`src/rtl/eots_pkg.sv`:
```
// Package of the elevator order table: sizes, operation codes and types.
// Used by every RTL module and interface of the block; depends on nothing.
package eots_pkg;

	localparam int FLOORS = 4;
	localparam int IDX_W = (FLOORS > 1) ? $clog2(FLOORS) : 1;

	localparam int FIELD_W = 2;
	localparam int ORDER_W = 3;

	localparam logic [FIELD_W-1:0] OP_ADD   = 2'd0;
	localparam logic [FIELD_W-1:0] OP_QUERY = 2'd1;
	localparam logic [FIELD_W-1:0] OP_CLEAR = 2'd2;

	localparam logic [FIELD_W-1:0] ORDER_UP     = 2'd0;
	localparam logic [FIELD_W-1:0] ORDER_INSIDE = 2'd1;
	localparam logic [FIELD_W-1:0] ORDER_DOWN   = 2'd2;

	localparam logic [FIELD_W-1:0] DIR_UP   = 2'd0;
	localparam logic [FIELD_W-1:0] DIR_DOWN = 2'd1;

	typedef logic [FLOORS-1:0][ORDER_W-1:0] map_t;

	typedef struct packed {
		logic [FIELD_W-1:0] opcode;
		logic [FIELD_W-1:0] floor;
		logic [FIELD_W-1:0] call_kind;
		logic [FIELD_W-1:0] direction;
	} item_t;

	typedef struct packed {
		logic               stop_here;
		logic               was_duplicate;
		logic [ORDER_W-1:0] cleared_lamps;
		logic               any_orders;
		logic [FIELD_W-1:0] highest_floor;
		logic [FIELD_W-1:0] lowest_floor;
	} result_t;

	typedef struct packed {
		logic             any;
		logic [IDX_W-1:0] hi;
		logic [IDX_W-1:0] lo;
	} summary_t;

	typedef struct packed {
		logic               dup;
		logic [ORDER_W-1:0] lamps;
	} store_resp_t;

endpackage

```
`src/rtl/eots_item_if.sv`:
```
// Valid/ready channel that carries one input item of the order table.
// Depends on eots_pkg.
interface eots_item_if;
	logic           valid;
	logic           ready;
	eots_pkg::item_t data;

	modport source (output valid, output data, input ready);
	modport sink (input valid, input data, output ready);
endinterface

```
`src/rtl/eots_result_if.sv`:
```
// Valid/ready channel that carries one result item of the order table.
// Depends on eots_pkg.
interface eots_result_if;
	logic              valid;
	logic              ready;
	eots_pkg::result_t data;

	modport source (output valid, output data, input ready);
	modport sink (input valid, input data, output ready);
endinterface

```
`src/rtl/eots_store.sv`:
```
// Order bitmap register with its add and clear update logic.
// Depends on eots_pkg.
module eots_store (
	input  logic                  clk,
	input  logic                  arst_n,
	input  logic                  exec,
	input  eots_pkg::item_t       item,
	output eots_pkg::map_t        map_next,
	output eots_pkg::store_resp_t resp
);

	eots_pkg::map_t                map_q;
	logic [eots_pkg::IDX_W-1:0]    idx;
	logic                          floor_ok;
	logic [eots_pkg::ORDER_W-1:0]  bit_sel;

	assign idx      = eots_pkg::IDX_W'(item.floor);
	assign floor_ok = int'(item.floor) < eots_pkg::FLOORS;
	assign bit_sel  = eots_pkg::ORDER_W'(3'b001 << item.call_kind);

	always_comb begin
		map_next = map_q;
		resp     = '0;
		if (floor_ok) begin
			case (item.opcode)
				eots_pkg::OP_ADD: begin
					// Call kind three is not an order and leaves the map alone.
					if (item.call_kind <= eots_pkg::ORDER_DOWN) begin
						resp.dup      = |(map_q[idx] & bit_sel);
						map_next[idx] = map_q[idx] | bit_sel;
					end
				end
				eots_pkg::OP_CLEAR: begin
					resp.lamps    = map_q[idx];
					map_next[idx] = '0;
				end
				default: begin
				end
			endcase
		end
	end

	always_ff @(posedge clk or negedge arst_n) begin
		if (!arst_n) begin
			map_q <= '0;
		end else if (exec) begin
			map_q <= map_next;
		end
	end

endmodule

```
`src/rtl/eots_summary.sv`:
```
// Priority encoders that find whether any order exists and the highest and
// lowest floors holding one. Depends on eots_pkg.
module eots_summary (
	input  eots_pkg::map_t     map,
	output eots_pkg::summary_t summ
);

	always_comb begin
		summ.any = 1'b0;
		summ.hi  = '0;
		summ.lo  = eots_pkg::IDX_W'(eots_pkg::FLOORS - 1);
		for (int i = 0; i < eots_pkg::FLOORS; i++) begin
			if (map[i] != '0) begin
				summ.any = 1'b1;
				summ.hi  = eots_pkg::IDX_W'(i);
			end
		end
		for (int i = eots_pkg::FLOORS - 1; i >= 0; i--) begin
			if (map[i] != '0) begin
				summ.lo = eots_pkg::IDX_W'(i);
			end
		end
	end

endmodule

```
`src/rtl/eots_decide.sv`:
```
// Stop decision for a query: inside orders always stop, hall calls against
// the travel direction are skipped while orders lie further on. Depends on eots_pkg.
module eots_decide (
	input  eots_pkg::item_t    item,
	input  eots_pkg::map_t     map,
	input  eots_pkg::summary_t summ,
	output logic               stop
);

	logic [eots_pkg::IDX_W-1:0]   idx;
	logic [eots_pkg::ORDER_W-1:0] entry;
	logic                         floor_ok;
	logic                         up_skip;
	logic                         down_skip;

	assign idx      = eots_pkg::IDX_W'(item.floor);
	assign floor_ok = int'(item.floor) < eots_pkg::FLOORS;
	assign entry    = map[idx];

	// An up-call is passed by while heading down with orders still below.
	assign up_skip = (item.direction == eots_pkg::DIR_DOWN) && (idx != '0)
		&& (idx > summ.lo);
	// A down-call is passed by while heading up with orders still above.
	assign down_skip = (item.direction == eots_pkg::DIR_UP)
		&& (idx != eots_pkg::IDX_W'(eots_pkg::FLOORS - 1)) && (idx < summ.hi);

	assign stop = (item.opcode == eots_pkg::OP_QUERY) && floor_ok
		&& (entry[eots_pkg::ORDER_INSIDE]
		|| (entry[eots_pkg::ORDER_UP] && !up_skip)
		|| (entry[eots_pkg::ORDER_DOWN] && !down_skip));

endmodule

```
`src/rtl/elevator_order_table_stop_logic.sv`:
```
// Elevator order table with stop logic. Orders live in a bitmap of three
// bits per floor (hall up, inside cabin, hall down), so repeated orders merge.
// Each input transfer carries one operation: add an order (reports whether it
// was already stored), query whether to stop at a floor given the previous
// travel direction, or clear a floor (reports the lamps to switch off). Every
// operation yields exactly one result transfer, which also reports whether any
// order remains and the highest and lowest ordered floors (0 and the top floor
// when the table is empty). Throughput is one item per clock cycle while the
// receiver is ready. An item is held in the input register and its result is
// loaded into the result register as the item moves on, which presents the
// result to the receiver. The bitmap is updated as the result is registered so
// the next item sees it. A stalled result holds the result register, and input
// transfers stop once the input register is also full.
// Depends on eots_pkg, eots_item_if, eots_result_if, eots_store, eots_summary
// and eots_decide.
module elevator_order_table_stop_logic (
	input  logic                 clk,
	input  logic                 arst_n,
	eots_item_if.sink            req,
	eots_result_if.source        rsp
);

	// Input register stage.
	eots_pkg::item_t       item_s1;
	logic                  valid_s1;

	// Result register.
	eots_pkg::result_t     res_q;
	logic                  rsp_valid_q;

	eots_pkg::map_t        map_next;
	eots_pkg::store_resp_t store_resp;
	eots_pkg::summary_t    summ;
	logic                  stop;
	logic                  advance;
	eots_pkg::result_t     res_d;

	// The item in the input register moves on whenever the result register is
	// empty or is being emptied in this cycle.
	assign advance   = valid_s1 && (!rsp_valid_q || rsp.ready);
	assign req.ready = !valid_s1 || advance;

	always_ff @(posedge clk or negedge arst_n) begin
		if (!arst_n) begin
			valid_s1 <= 1'b0;
		end else if (req.ready) begin
			valid_s1 <= req.valid;
		end
	end

	always_ff @(posedge clk) begin
		if (req.ready && req.valid) begin
			item_s1 <= req.data;
		end
	end

	// The bitmap commits only when the item's result is registered.
	eots_store u_store (
		.clk      (clk),
		.arst_n   (arst_n),
		.exec     (advance),
		.item     (item_s1),
		.map_next (map_next),
		.resp     (store_resp)
	);

	// A query leaves the map unchanged, so the summary of the updated map
	// serves both the stop decision and the reported summary.
	eots_summary u_summary (
		.map  (map_next),
		.summ (summ)
	);

	eots_decide u_decide (
		.item (item_s1),
		.map  (map_next),
		.summ (summ),
		.stop (stop)
	);

	always_comb begin
		res_d.stop_here     = stop;
		res_d.was_duplicate = store_resp.dup;
		res_d.cleared_lamps = store_resp.lamps;
		res_d.any_orders    = summ.any;
		res_d.highest_floor = eots_pkg::FIELD_W'(summ.hi);
		res_d.lowest_floor  = eots_pkg::FIELD_W'(summ.lo);
	end

	always_ff @(posedge clk or negedge arst_n) begin
		if (!arst_n) begin
			rsp_valid_q <= 1'b0;
		end else if (advance) begin
			rsp_valid_q <= 1'b1;
		end else if (rsp.ready) begin
			rsp_valid_q <= 1'b0;
		end
	end

	always_ff @(posedge clk) begin
		if (advance) begin
			res_q <= res_d;
		end
	end

	assign rsp.valid = rsp_valid_q;
	assign rsp.data  = res_q;

endmodule

```
`src/flat_wrapper.sv`:
```
// flat-port wrapper written by rule: the top's interface ports become plain ports
module elevator_order_table_stop_logic_flat 
  (clk, arst_n, req_valid, req_data, req_ready, rsp_valid, rsp_data, rsp_ready);
  eots_item_if req_i ();
  eots_result_if rsp_i ();
  input  logic clk;
  input  logic arst_n;
  input wire logic [$bits(req_i.valid)-1:0] req_valid;
  input wire logic [$bits(req_i.data)-1:0] req_data;
  output wire logic [$bits(req_i.ready)-1:0] req_ready;
  output wire logic [$bits(rsp_i.valid)-1:0] rsp_valid;
  output wire logic [$bits(rsp_i.data)-1:0] rsp_data;
  input wire logic [$bits(rsp_i.ready)-1:0] rsp_ready;
  assign req_i.valid = req_valid;
  assign req_i.data = req_data;
  assign req_ready = req_i.ready;
  assign rsp_valid = rsp_i.valid;
  assign rsp_data = rsp_i.data;
  assign rsp_i.ready = rsp_ready;
  elevator_order_table_stop_logic u_core (.clk(clk), .arst_n(arst_n), .req(req_i), .rsp(rsp_i));
endmodule
```
`config.mk`:
```
export PLATFORM = sky130hd
export DESIGN_NAME = elevator_order_table_stop_logic_flat
export DESIGN_NICKNAME = d
export VERILOG_FILES = /design/src/rtl/eots_pkg.sv /design/src/rtl/eots_item_if.sv /design/src/rtl/eots_result_if.sv /design/src/rtl/eots_store.sv /design/src/rtl/eots_summary.sv /design/src/rtl/eots_decide.sv /design/src/rtl/elevator_order_table_stop_logic.sv /design/src/flat_wrapper.sv
export SDC_FILE = /design/constraint.sdc
export NUM_CORES = 1
export LEC_CHECK = 0
export BUFFER_PORTS_ARGS = -buffer_cell sky130_fd_sc_hd__buf_2
export CAP_MARGIN = 20
export CORE_MARGIN = 2
export CORE_UTILIZATION = 51
export CTS_BUF_LIST = sky130_fd_sc_hd__clkbuf_8 sky130_fd_sc_hd__clkbuf_16
export CTS_CLUSTER_SIZE = 8
export DETAILED_ROUTE_END_ITERATION = 8
export HOLD_SLACK_MARGIN = 0.12
export PLACE_DENSITY = 0.75
export SLEW_MARGIN = 20
export SYNTH_ARGS = -nofsm -noshare
export SYNTH_HDL_FRONTEND = slang
export SYNTH_SLANG_ARGS = --single-unit
```
`constraint.sdc`:
```
create_clock -name clk -period 3 [get_ports clk]
set_clock_uncertainty 0.15 [all_clocks]
set_input_delay 0.6 -clock clk [delete_from_list [all_inputs] [get_ports clk]]
set_output_delay 0.6 -clock clk [all_outputs]
set_load 0.005 [all_outputs]
```
==> impl_results.md, run 1 <==
- Status: finished clean
- Minimum clock period: about 3 ns
- Internal power: 952 uW
- Syn Std Cell Area: 1770 um2
- Worst endpoint required time: 2.85 ns
- Total CTS buffers: 5
- Vias in the first global route: 1,480
- Placed insts: ~240
- Clock slew at reported path FFs: ~0.07 ns
- Switch Pwr: 424 uW
- CTS root buffer: clkbuf_8
- Comb power frac: 27.4%
- Final Power: 1380 uW
- Maximum level of the CTS H-tree: 2
- Fin cells: approximately 270
- Final hold vios: 0
- Power Density: 623 nW/um2
- Worst Path Arrival: 2.79 ns
- Num Clock Sinks: 32
- Peak supply drop: 362 uV
- Clock power frac: 28.6%
- Routability cong.: 0.915
- P_leak: a little over 0.0009 uW
- Yosys top cell area share: 30.6%
- Worst skew pair latency: 0.29 ns
- Remaining DRCs: 0
- # setup viols final: 0
- First-pass iteration count of the detailed router: 4
- Max Clk Rate: 0.340 GHz
- Largest net degree at the start of global routing: 22
- Warnings, synthesis: 0
- Share of layout cells above drive strength 1: a little under a third
- Yosys reg bits: 32
- Worst setup path category: flop to flop
- Die area: 3950 um2
- Synth cell types: 40
- Most common cell after layout, fill and taps aside: buf_2
- HP Class: primary input to flop
- Detail Placement HPWL: 3010 um
- Placeable Area: 3340 um2
- Nets: roughly 230
- Slew @ Worst Pin: 0.692 ns
- DRT antenna net count: 0
- Register area share after synthesis: between 50% and 60%
- Congestion Overflow GR: 0
- Area Overhead vs Synth: 25.2%
- Cells after Synth: 175
- Ant. Diodes: 0
- Num ports: 24
- Crit start category: flop
- Commonest cells after routing, fill and taps aside: 23 x buf_2, 22 x nand2_1, 21 x buf_4
- Flop pwr share: 44.0%
- Final WL: 4430 um
- First-pass GRT wire length: 7070 um
- HP Start: req_data[1]
- Num rows: 21
- Sw Ratio: 30.8%
- Crit. Startpoint: u_core.item_s1[6]
- Place WS: 0.0692 ns
- Top post-synthesis cells by area: edfxtp_1 31%, dfrtp_1 20%, o21ai_0 5.1%
- Clock Path Buffers: 2
- Final Core Density: 66.2%
- Area leader, netlist: edfxtp_1
- Crit path max fanout: 6
- Vias/cell: 5.73
- Setup crit end kind: flop
- Die span in y: between 60 and 70 um
- Final worst slack: 0.0593 ns
- Initial antenna violation count: 0
- Slew Limit Fails: 0
- CTS tree: done
- Syn Nets: 190
- Gr usage total: around a quarter
- FILL cells: 268
- Chip Width: between 60 and 70 um
- Hold WS: 0.328 ns
- WL/cell: approximately 17 um
- Initial Util: between 50% and 60%
- DR iter-0 viols: between 100 and 150
- Via Count: 1,519
- Port Buffers: 23
- Rel. slew slack: about 54%
- Avg Inst Size Synth: 10.1 um2
- Max-Cap Viols: 0
- Crit Reg-Reg Startpoint: u_core.item_s1[6]
- Fin crit share: 98.0%
==> power groups by stage <==
stage	clock network, uW	logic, uW	registers (uW)
2_1_floorplan	0	233	592
6_report	393	377	606
3_5_place_dp	0	320	613
4_1_cts	400	323	604
5_1_grt	418	425	612
3_3_place_gp	0	318	613
==> final timing paths <==
| check | end | slack (ns) | cells after the start |
|---|---|---|---|
| max in group asynchronous | u_core.u_store.map_q[9] | 1.89 | 2 |
| max reg2reg | u_core.rsp.data[9] | 0.06 | 12 |
| min reg2reg | u_core.rsp.valid | 0.35 | 1 |
| min in group asynchronous | u_core.u_store.map_q[11] | 0.58 | 2 |
| min | u_core.item_s1[1] | 0.33 | 1 |
| max | u_core.rsp.data[9] | 0.06 | 12 |
==> synthesized netlist by cell type <==
library cell  count
nand2_2           1
and2_2            1
nand2_1          22
inv_1             6
a41oi_1           1
o21ai_0          18
a211oi_1          2
a32o_1            1
nand2b_1          8
o21ai_1           2
a311oi_1          1
mux2i_1           3
or4_1             1
o22ai_1           1
nor2b_1           6
o32ai_1           2
dfrtp_1          14
mux4_2            2
o211ai_1          2
a21oi_2           1
or2_1             1
buf_6             1
a2111oi_0         1
o311ai_2          1
edfxtp_1         18
and2_1            3
nand3_1           4
a21oi_1           7
nor2_1           12
nor4b_4           1
o2111ai_1         2
a21o_1            1
ha_1              3
a22oi_1           1
mux2_2            2
a31oi_1           4
nor3_1            7
nand3b_1          2
buf_2             7
clkbuf_1          2
==> state kept, by name, indices dropped and copies added, names as in the netlist <==
signal and flops:
u_core.u_store.map_q 12, u_core.rsp.data 10, u_core.item_s1 8, u_core.rsp.valid 1, u_core.valid_s1 1
==> per-stage QoR <==
step,setup TNS (ns),cell area (um2)
final,0,2210
after detailed placement,0,1940
after global routing,-0.0860,2210
after global placement,0,1940
after CTS,0,2070
after floorplan,0,1770
==> cells by family after synthesis <==
group	after synthesis	share of synthesized area [%]
adder cells (fa/ha/maj)	3	2.13
multiplexers	7	5.53
AND/OR/NAND/NOR	69	20.1
AO/OA/AOI/OAI	48	17.4
buffers and inverters	16	4.32
flip-flops	32	50.5
==> repair_timing <==
| item | in CTS | in global routing |
|---|---|---|
| gates resized for setup | 0 | 10 |
| setup buffers | 0 | 14 |
| hold buffers | 1 | 0 |
| endpoints found under the setup margin | 0 | 1 |
| hold endpoints to repair | 14 | 0 |
==> worst max-delay path, cell delays in order, from the launching register on <==
cell and delay [ns]:
edfxtp_1 0.52, nor4b_4 0.44, o21ai_1 0.13, a21o_1 0.24
nor2_1 0.10, nor2_1 0.07, ha_1 0.20, nor2b_1 0.12
o2111ai_1 0.13, a21oi_2 0.22, a311oi_2 0.13, nand3_1 0.12
o311ai_2 0.11
==> per-layer routing <==
metal / routed length (um) / up-vias / global-route usage [%]
met5: 0 / - / 0
met4: 162 / 0 / 12.5
met3: 335 / 17 / 3.42
met2: 2160 / 69 / 38.2
met1: 1770 / 710 / 29.8
li1: - / 723 / -
==> layout make-up <==
cell class,count,area [um2],share of cell area (%)
Sequential cell,32,891,40.3
Multi-Input combinational cell,127,833,37.7
Timing Repair Buffer,46,294,13.3
Clock buffer,7,108,4.87
Tap cell,46,57.6,2.60
Inverter,6,22.5,1.02
Clock inverter,1,3.75,0.170
No activity file was read; power rests on OpenSTA's default activity.
==> inputs of run 2 (changes only) <==
CELL_PAD_IN_SITES_DETAIL_PLACEMENT = 0   (was unset)
CELL_PAD_IN_SITES_GLOBAL_PLACEMENT = 1   (was unset)
CORE_UTILIZATION = 41   (was 51)
PLACE_DENSITY = unset   (was 0.75)
PLACE_DENSITY_LB_ADDON = 0.1   (was unset)
SYNTH_HIERARCHICAL = 1   (was unset)
==> run 2 against run 1 <==
Flip-flop and latch count unchanged. Maximum frequency down 8.1%. Via count shrank 1.1%. Synthesized cell count down 18%. Largest cell class is now multi-input combinational cells. The flow now finishes with violations (setup timing). Final area grew 14%. Area after synthesis rose by 0.71%. Sequential power down 5.1%.
==> impl_results.md, run 2 <==
- Clock Path Buffers: 2
- P_leak: 0.00108 uW
- Share of layout cells above drive strength 1: 50.5%
- Setup crit end kind: flop
- Vias/cell: 5.61
- Max-Cap Viols: 0
- WL/cell: roughly 18 um
- Worst setup path category: flop to flop
- Cell depth of the worst hold path: 1
- Yosys top cell area share: 30.4%
- Hold WS: 0.341 ns
- Commonest cells after routing, fill and taps aside: 47 x buf_4, 23 x buf_2, 18 x edfxtp_1
- Comb power frac: 40.5%
- Reg-to-reg slack, setup: -0.20 ns
- Hold endpoint: u_core/item_s1[6]
- Area Overhead vs Synth: 41.7%
- Flop pwr share: 35.0%
- Clock slew at reported path FFs: about 0.070 ns
- Worst skew pair latency: 0.28 ns
- DRT antenna net count: 0
- Dominant synthesized flop cell: edfxtp_1
- Post-Layout Inst Area: 2520 um2
- Nets: 232
- Switch Pwr: 486 uW
- Crit. Startpoint: u_core/item_s1[4]
- Worst Path Arrival: 3.06 ns
- Post-synth EDFFs: 18
- RSZ-0062 raised after global routing: yes
- Max Clk Rate: ~0.31 GHz
- Initial Util: roughly 44%
- HP Class: primary input to flop
- Die area: 4880 um2
- DR iter-0 viols: 92
- Worst endpoint required time: 2.87 ns
- Ant. Diodes: 0
- First-pass GRT wire length: 7650 um
- Die span in y: 69.9 um
- Peak supply drop: 294 uV
- Rel. slew slack: 66.9%
- Top post-synthesis cells by area: edfxtp_1 30%, dfrtp_1 20%, a32o_1 4.5%
- Crit path max fanout: 5
- Total CTS buffers: 5
- HP Start: req_data[6]
- Num Clock Sinks: 32
- Power Density: 653 nW/um2
- Failing checks: setup timing
- CTS tree: done
- Port Buffers: 23
- Slew Limit Fails: 0
- CTS root buffer: clkbuf_8
- Minimum clock period: 3.20 ns
- Placeable Area: just over 4000 um2
- Avg Inst Size Synth: 12.3 um2
- Crit start category: flop
- Final Core Density: about 62%
- Crit Reg-Reg Startpoint: u_core/item_s1[4]
- Cells on worst reg2reg path: 11
- Vias in the first global route: roughly 1,600
- Internal power: 1160 uW
- Cell with the most instances after synthesis: edfxtp_1
- Syn Std Cell Area: 1780 um2
- Num ports: 24
- Gr usage total: about a fifth
- Detail Placement HPWL: 3380 um
- Final hold vios: 0
- Remaining DRCs: 0
- # setup viols final: 1
- R2r endpoint: u_core/rsp.data[9]
- Synth top cells by count: 18 x edfxtp_1, 14 x dfrtp_1, 9 x and2_1, 9 x nand2_1
- Sw Ratio: ~30%
- Num rows: 23
- Largest register FFs: 12
- Placed Area: 2190 um2
- Chip Width: about 70 um
- Initial antenna violation count: 0
- Routability cong.: 0.960
- Synth cell types: 38
- Post-synth ARST share: 43.8%
- Fin crit share: 107%
- Biggest register: u_core/u_store/map_q
- Most common cell after layout, fill and taps aside: buf_4
- Cells after Synth: 144
- Status: finished, violations left
- Final WL: approximately 4800 um
- Clock power frac: between 20% and 30%
- Register area share after synthesis: 50.1%
- Yosys reg bits: 32
- Final worst slack: -0.200 ns
- Largest net degree at the start of global routing: 15
- Syn Nets: around 160
- Maximum level of the CTS H-tree: 2
- Warnings, synthesis: 6
- Via Count: 1,503
- First-pass iteration count of the detailed router: 4
- Slew @ Worst Pin: a little under 0.5 ns
- Area leader, netlist: edfxtp_1
- Congestion Overflow GR: 0
## run 2: cell types whose count changed after synthesis, moves of 5 or more
cell and delta:
a32o_1 +7, nand3b_1 +5, and2_1 +6, a21oi_1 -5, nand2_1 -13, o21ai_0 -13
a22o_1 +7, o2bb2ai_1 +8, nor2_1 -7, buf_2 -7
## run 2: layout make-up
cell class	count	area (um2)
fillers	345	1570
well taps	50	62.6
multi-input cells	101	951
inverters	5	18.8
clock buffers	5	68.8
clock inverters	3	38.8
flip-flops and latches	32	891
repair buffers	72	489
## run 2: kinds of logic (layout without fill, tap and decap cells)
| kind of cell | Yosys count | count (layout) | synth area share [%] |
|---|---|---|---|
| mux | 6 | 6 | 6.40 |
| simple gates | 54 | 54 | 19.4 |
| compound gates | 38 | 38 | 18.2 |
| buf+inv | 11 | 85 | 3.80 |
| fa+ha+maj | 3 | 3 | 2.11 |
| flops | 32 | 32 | 50.1 |
## run 2: worst max-delay path by stage
stage          cells after the start  slack [ns]            endpoint
2_1_floorplan                     12       -0.19  u_core/rsp.data[9]
3_3_place_gp                      10       -0.28  u_core/rsp.data[9]
3_5_place_dp                      10       -0.33  u_core/rsp.data[9]
4_1_cts                           12       -0.24  u_core/rsp.data[9]
5_1_grt                           13       -0.32  u_core/rsp.data[9]
6_report                          11       -0.20  u_core/rsp.data[9]
## run 2: power by group through the flow
stage	Combinational, uW	Clock (uW)	Sequential [uW]
3_5_place_dp	494	0	584
6_report	667	403	575
5_1_grt	723	435	579
4_1_cts	578	415	574
2_1_floorplan	281	0	584
3_3_place_gp	486	0	584
## run 2: repair_timing
action                                  in CTS  in global routing
endpoints found under the setup margin       1                  1
pin swaps                                   15                 11
gates resized for setup                     11                 12
endpoints found under the hold margin       14                  0
gates cloned                                 0                  0
hold buffers                                 1                  0
buffers inserted                            10                  3
## run 2: metrics by stage
stage	worst slack (ns)	std cells	TNS [ns]	power, uW
after global routing	-0.319	268	-0.319	1740
after floorplan	-0.188	144	-0.188	864
after CTS	-0.244	265	-0.244	1570
after detailed placement	-0.330	246	-0.330	1080
after global placement	-0.283	246	-0.283	1070
final	-0.200	268	-0.200	1640
## run 2: worst max-delay path, stage by stage, from the launching register on
cell,delay (ns)
edfxtp_1,0.41
buf_6,0.13
mux4_2,0.50
or2_4,0.30
a22o_4,0.27
or3_4,0.36
a21boi_4,0.21
ha_4,0.22
nand2_2,0.05
nand3b_1,0.08
o21ai_2,0.14
a311oi_2,0.11
## run 2: layer usage
metal	global-route usage, %	up-vias	part of all wire (%)
met2	36.3	38	56
met4	7.48	0	0.40
met5	0	-	0
li1	-	709	-
met1	23.6	754	40
met3	4.04	2	3.6
==> inputs of run 3 (changes only) <==
CORE_UTILIZATION = 46   (was 41)
CTS_BUF_LIST = sky130_fd_sc_hd__clkbuf_16   (was sky130_fd_sc_hd__clkbuf_8 sky130_fd_sc_hd__clkbuf_16)
PLACE_DENSITY = 0.91   (was unset)
PLACE_DENSITY_LB_ADDON = unset   (was 0.1)
clock period = 3.66 ns   (was 3 ns; I/O delays follow)
==> run 3 against run 2 <==
The run now ends clean. Wire length shrank 13%. Critical path depth is the same. Sequential share of layout area grew 7.2 points. Register-to-register slack gained 0.41 ns. Non-clock buffer count shrank 42. Via count shrank 12%. Flip-flop and latch count is the same. Die area shrank 10%. Critical endpoint unchanged. Largest power group is now registers.
==> impl_results.md, run 3 (same netlist as run 2, synthesis figures left out) <==
- Status: finished clean
- Via Count: between 1,000 and 1,500
- Slew @ Worst Pin: 0.492 ns
- # Post-CTS Setup Buffers: 0
- Busiest layer in global routing: met2
- CTS Hold Bufs: 0
- Placeable Area: 3690 um2
- Cts repair resizes: 0
- Num Clock Sinks: 32
- CTS tree: done
- Congestion Overflow GR: 0
- P_leak: 0.000851 uW
- R2r endpoint: u_core/rsp.data[9]
- DR iter-0 viols: 66
- Worst setup path category: flop to flop
- Crit Reg-Reg Startpoint: u_core/item_s1[4]
- Slowest-stage cell, CP: mux4_2
- Biggest register: u_core/u_store/map_q
- Post-Layout Inst Area: 2090 um2
- Worst path top cell family by delay: simple AND/OR/NAND/NOR gates
- Num ports: 24
- DRT antenna net count: 0
- Max Clk Rate: 0.290 GHz
- First-pass iteration count of the detailed router: 4
- First-pass GRT wire length: 6660 um
- Routing usage on met3: 4.60%
- RSZ-0062 raised after global routing: no
- Placed Area: approximately 2000 um2
- Final hold vios: 0
- Crit-path cells: mux4_2 -> or2_1 -> a22o_1 -> nor3_1 -> nand2_1 -> inv_1 -> ha_1 -> nand2b_1 -> a21oi_1 -> o41ai_1 -> a311oi_2
- Crit path depth: 11
- Slew Limit Fails: 0
- Crit. Startpoint: u_core/item_s1[4]
- Largest net degree at the start of global routing: 18
- Minimum clock period: between 3 and 4 ns
- Ant. Diodes: 0
- Routing usage on met1: 25.0%
- Slowest cell delay on critical path: 0.57 ns
- Detail Placement HPWL: between 3000 and 4000 um
- Remaining DRCs: 0
- Gr usage total: 21.7%
- Routability cong.: between 0.9 and 1
- Largest register FFs: 12
- Most common cell after layout, fill and taps aside: buf_2
- Die span in y: 66.2 um
- Initial Util: 48.2%
- CTS root buffer: clkbuf_16
- M2 GR Usage: between 30% and 40%
- # setup viols final: 0
- Vias in the first global route: 1,376
- Port Buffers: 23
- CP Capture Point: u_core/rsp.data[9]
- Area Overhead vs Synth: 17.8%
- Maximum level of the CTS H-tree: 2
- Worst path bufs/invs: 1
- Clock slew at reported path FFs: approximately 0.050 ns
- Worst skew pair latency: about 0.28 ns
- Chip Width: 66.2 um
- Final Core Density: 56.8%
- Cells on worst reg2reg path: 11
- Peak supply drop: 322 uV
- Initial antenna violation count: 0
- Reg-to-reg slack, setup: 0.22 ns
- Vias/cell: 5.94
- Worst endpoint required time: about 3.5 ns
- Power Density: 562 nW/um2
- Max-Cap Viols: 0
- Clock Path Buffers: 2
- Worst Path Arrival: around 3.3 ns
- Final WL: 4130 um
- Crit start category: flop
- Crit path max fanout: 8
- Total CTS buffers: 5
- HP Class: primary input to asynchronous set/reset pin
- WL/cell: 18.4 um
- Num rows: 22
- Die area: 4380 um2
- Nets: 190
- Rel. slew slack: about two thirds
- Setup crit end kind: flop
- Commonest cells after routing, fill and taps aside: 23 x buf_2, 18 x edfxtp_1, 14 x dfrtp_1
- Fin crit share: 94.1%
- Share of layout cells above drive strength 1: 27.3%
- Setup TNS: 0 ns
-- run 3: changes by cell type in the layout (fill, tap and decap cells not counted), sizes merged --
cell         change
dlygate4sd3      -1
bufinv           -1
inv              +1
buf             -41
-- run 3: metal layers --
layer,part of all wire (%),vias up
met2,49,60
met3,5.2,24
li1,-,620
met5,0,-
met1,40,626
met4,6.4,0
-- run 3: cell type report --
type / count / area, um2
Clock buffer: 5 / 125
Clock inverter: 3 / 12.5
Fill cell: 329 / 1590
Inverter: 5 / 18.8
Multi-Input combinational cell: 101 / 820
Sequential cell: 32 / 891
Tap cell: 48 / 60.1
Timing Repair Buffer: 30 / 168
-- run 3: per-stage QoR --
step / hold WS [ns] / total power (uW) / setup WS (ns) / cells
finish: 0.196 / 1180 / 0.215 / 224
global route: 0.213 / 1250 / 0.0257 / 224
CTS: 0.207 / 1180 / 0.250 / 224
detailed placement: 0.351 / 792 / 0.245 / 216
global placement: 0.346 / 779 / 0.334 / 216
floorplan: 0.286 / 698 / 0.344 / 144
-- run 3: worst min path at each step --
stage / startpoint / cells after the start / endpoint / slack (ns)
floorplan: arst_n / 0 / u_core/rsp.valid / 0.29
detailed placement: u_core/u_store/map_q[3] / 1 / u_core/u_store/map_q[3] / 0.35
CTS: arst_n / 1 / u_core/u_store/map_q[9] / 0.21
finish: arst_n / 1 / u_core/u_store/map_q[9] / 0.20
global placement: u_core/u_store/map_q[3] / 1 / u_core/u_store/map_q[3] / 0.35
global route: arst_n / 1 / u_core/u_store/map_q[9] / 0.21
-- run 3: power by group --
part	switching (uW)	internal [uW]
clock	141	245
sequential	34.0	445
combinational	163	149
total	338	839
